==> src/sv/mtshd_ram.sv <==
// Generic single-port-write, registered-read RAM.
module mtshd_ram #(
    parameter int WIDTH = 8,
    parameter int DEPTH = 16
) (
    input  logic                     i_clk,
    input  logic                     i_we,
    input  logic [$clog2(DEPTH)-1:0] i_waddr,
    input  logic [WIDTH-1:0]         i_wdata,
    input  logic                     i_re,
    input  logic [$clog2(DEPTH)-1:0] i_raddr,
    output logic [WIDTH-1:0]         o_rdata
);
    logic [WIDTH-1:0] r_mem [DEPTH];
    logic [WIDTH-1:0] r_rdata;

    always_ff @(posedge i_clk) begin
        if (i_we) begin
            r_mem[i_waddr] <= i_wdata;
        end
        if (i_re) begin
            r_rdata <= r_mem[i_raddr];
        end
    end

    assign o_rdata = r_rdata;
endmodule
==> config.mk <==
export PLATFORM = sky130hd
export DESIGN_NAME = mtshd_ram
export DESIGN_NICKNAME = d
export VERILOG_FILES = /design/src/sv/mtshd_ram.sv
export SDC_FILE = /design/constraint.sdc
export NUM_CORES = 1
export LEC_CHECK = 0
export BUFFER_PORTS_ARGS = -buffer_cell sky130_fd_sc_hd__buf_2
export CAP_MARGIN = 20
export CORE_MARGIN = 4
export CORE_UTILIZATION = 65
export CTS_BUF_LIST = sky130_fd_sc_hd__clkbuf_8
export CTS_CLUSTER_DIAMETER = 30
export DETAILED_ROUTE_END_ITERATION = 16
export PLACE_DENSITY = 0.9
export SLEW_MARGIN = 20
export SYNTH_ARGS = -nofsm -noshare
export SYNTH_HDL_FRONTEND = slang
export SYNTH_SLANG_ARGS = --single-unit
==> constraint.sdc <==
create_clock -name i_clk -period 5 [get_ports i_clk]
set_input_delay 0.25 -clock i_clk [delete_from_list [all_inputs] [get_ports i_clk]]
set_output_delay 0.25 -clock i_clk [all_outputs]
set_load 0.01 [all_outputs]
After elaboration in Yosys (flattened, before gate mapping)
Memory sizes are Yosys's and may differ from the RTL's. A register that Yosys moved wholly into a read port is not among the register bits.
Cells that the tools add are included.
{"block": "word_totals", "inputBits": 19, "ram_bits": 128, "register_bits": 0, "mem_count": 1, "elab_cells": 3}
{"memory": "r_mem", "depth": 16, "width": 8, "rd": 1, "rd_clocked_by_memory_dff": 1, "write_ports": 1, "line": "14", "source": "logic [WIDTH-1:0] r_mem [DEPTH];"}
{"block": "classes", "muxes": 2}
{"cell": "1-bit 2-to-1 mux", "count": 2}

Longest topological paths before layout
{"block": "depth", "depth_word": 2, "depth_mapped": 5}

Worst setup path before layout
No wires, ideal clock.
{"block": "synth_path", "path_type": "input to register", "startpoint": "input i_waddr[2]", "endpoint": "memory r_mem[0][0] (enable)", "slack_ns": 3.257, "cell_stages": 2, "required_time_ns": 4.617, "t_arrival_ns": 1.360, "setup_ns": 0.383, "n_path_buf": 0, "path_cell_list": "or3b_2 nor3_1"}
{"element": "start: declaration", "line": "8", "source": "input logic [$clog2(DEPTH)-1:0] i_waddr,"}
{"element": "end: declaration", "line": "14"}
No word-level cell before the write port.

==> results.json <==
{
  "start_util": 0.673,
  "cp.arrival_ps": 2110,
  "synth_seq_cells": 136,
  "maxCapViolations": 0,
  "grt_max_degree": 33,
  "layout_setup_ws_ps": 3040,
  "core_region_area_um2": 7770,
  "synth_area_um2": 5230,
  "place_inst": 351,
  "ir_worst_vdd_v": 0.000215,
  "post_drt_wl_per_cell_um": 24.8,
  "cts_resized": 0,
  "place_congestion": 0.769,
  "rows": 32,
  "final_core_util": 0.750,
  "post-route-min-period_ps": 1960,
  "holdWs_ps": 203,
  "synth_area_leaders": "edfxtp_1, mux4_2, mux4_1",
  "max_slew_margin": 0.341,
  "cts.sinks": 136,
  "grt_pass1_wl_mm": 14.9,
  "synth_top_area_frac": 0.781,
  "n_fill_cell": 411,
  "area_growth_pct": 11.4,
  "p_total_mw": 2.28,
  "place_worst_setup_slack_ps": 2610,
  "hp-class": "in2reg",
  "fin_area_um2": 5820,
  "cp_max_fo": 32,
  "cts-root-buf": "clkbuf_8",
  "slew_viol_final": 0,
  "antenna_cells": 0,
  "fin_skew_ps": 7.74,
  "first_iter_violations": 190,
  "end_kind": "flop",
  "fin_crit_sh": 0.391,
  "ys_warn_count": 0,
  "synth_edf_count": 136,
  "required_ps": 5160,
  "drc": 0,
  "rsz0062_at_grt": "no",
  "status": "finished clean",
  "synth_most_common_cell": "edfxtp_1",
  "p_leak_nw": 1.92,
  "stdcell_count": 382,
  "drive_above_1_share": 0.275,
  "cts-htree-levels": 4,
  "dieArea_um2": 9540,
  "io_pins": 27,
  "holdBufCountCts": 0,
  "placed_area_um2": 5430,
  "numCtsBuffers": 17,
  "yosysUniqueCellTypes": 18,
  "fp.dieW_um": 97.7,
  "synthArstFlopShare": 0,
  "finalSetupViolations": 0,
  "critPathKind": "in2reg",
  "dr.pass1.iters": 5,
  "finalHoldViolCount": 0,
  "synth_area_per_cell_um2": 22.8,
  "final_nets": 287,
  "post-cts-setup-buffers": 0,
  "grt_usage": 0.216,
  "hpwl_mm": 5.68,
  "yosys.area.top_type": "edfxtp_1",
  "tns_ps": 0,
  "seq_area_frac_synth": 0.781,
  "grt_pass1_vias": 2595,
  "syn_nets": 248,
  "vias_per_cell": 6.32,
  "vias": 2416,
  "power-per-cell-area_nw_per_um2": 392,
  "regArea_um2": 4080,
  "dieHeight_um": 97.7,
  "synthTopCellsByCount": "edfxtp_1, mux4_2, a22oi_1, mux4_1, nor2_1",
  "clock_path_buffers": 2,
  "io_buffers": 26,
  "antenna_found_initial": 0,
  "tightest_slew_ps": 988,
  "multiInputGateArea_um2": 1060,
  "ys.flop_type": "edfxtp_1",
  "routed_wl_mm": 9.46,
  "fmax_mhz": 511,
  "ant_nets": 0,
  "path_clk_slew_ps": 70,
  "grt-ovfl-total": 0,
  "clk_latency_ps": 430,
  "cp-start-kind": "primary input",
  "tritoncts": "done",
  "synthCells": 229
}
metal layers:
layer  vias to the layer above  routed length [um]  track usage  part of all wire
li1                       1055                   -            -                 -
met4                         0                 144       0.0714             0.015
met2                       126                4780        0.344              0.51
met1                      1219                3710        0.289              0.39
met3                        16                 822       0.0689             0.087
met5                         -                   0            0                 0
power breakdown:
group | internal, mW | total [mW] | switching (mW)
combinational | 0.0447 | 0.110 | 0.0648
clock | 0.484 | 0.880 | 0.396
sequential | 1.28 | 1.29 | 0.00731
total | 1.81 | 2.28 | 0.468
critical path, cell delays in order:
cell and delay (ps):
buf_2 730, mux4_1 670, a22oi_1 320, nand2_1 130
cells by family (layout without fill, tap and decap cells):
kind of cell,count (synthesis),after routing,share of synthesized area
AO/OA/AOI/OAI,16,16,0.0230
AND/OR/NAND/NOR,35,35,0.0314
buffers and inverters,10,61,0.0165
flip-flops,136,136,0.781
multiplexers,32,32,0.148
state kept, by name (all words and copies together), names as in the netlist:
| signal | flops |
|---|---|
| o_rdata | 8 |
| r_mem | 128 |
cell type report:
type / instances / area share
sequential: 136 / 0.701
timing repair buffer: 30 / 0.0275
tap: 102 / 0.0219
multi-input combinational: 83 / 0.182
clock buffer: 17 / 0.0402
clock inverter: 14 / 0.0275
path summary, 6_finish.rpt:
kind / cells past startpoint / startpoint / end / slack, ps
setup / recovery: 4 / i_raddr[0] / o_rdata[5] / 3040
hold / removal: 1 / i_wdata[1] / r_mem[7][1] / 200
setup reg to reg: 3 / r_mem[2][5] / o_rdata[5] / 3400
hold reg to reg: 3 / r_mem[14][3] / o_rdata[3] / 760
cell usage in the layout (no fill, tap or decap), types with 4 or more instances in the layout:
master | netlist | routed
clkbuf_8 | 0 | 17
a22oi_1 | 16 | 16
buf_4 | 1 | 4
nand2_1 | 9 | 9
buf_2 | 3 | 26
mux4_2 | 18 | 18
nor3_1 | 4 | 4
nor2_1 | 13 | 13
edfxtp_1 | 136 | 136
mux4_1 | 14 | 14
Power figures use the tool's default switching activity.
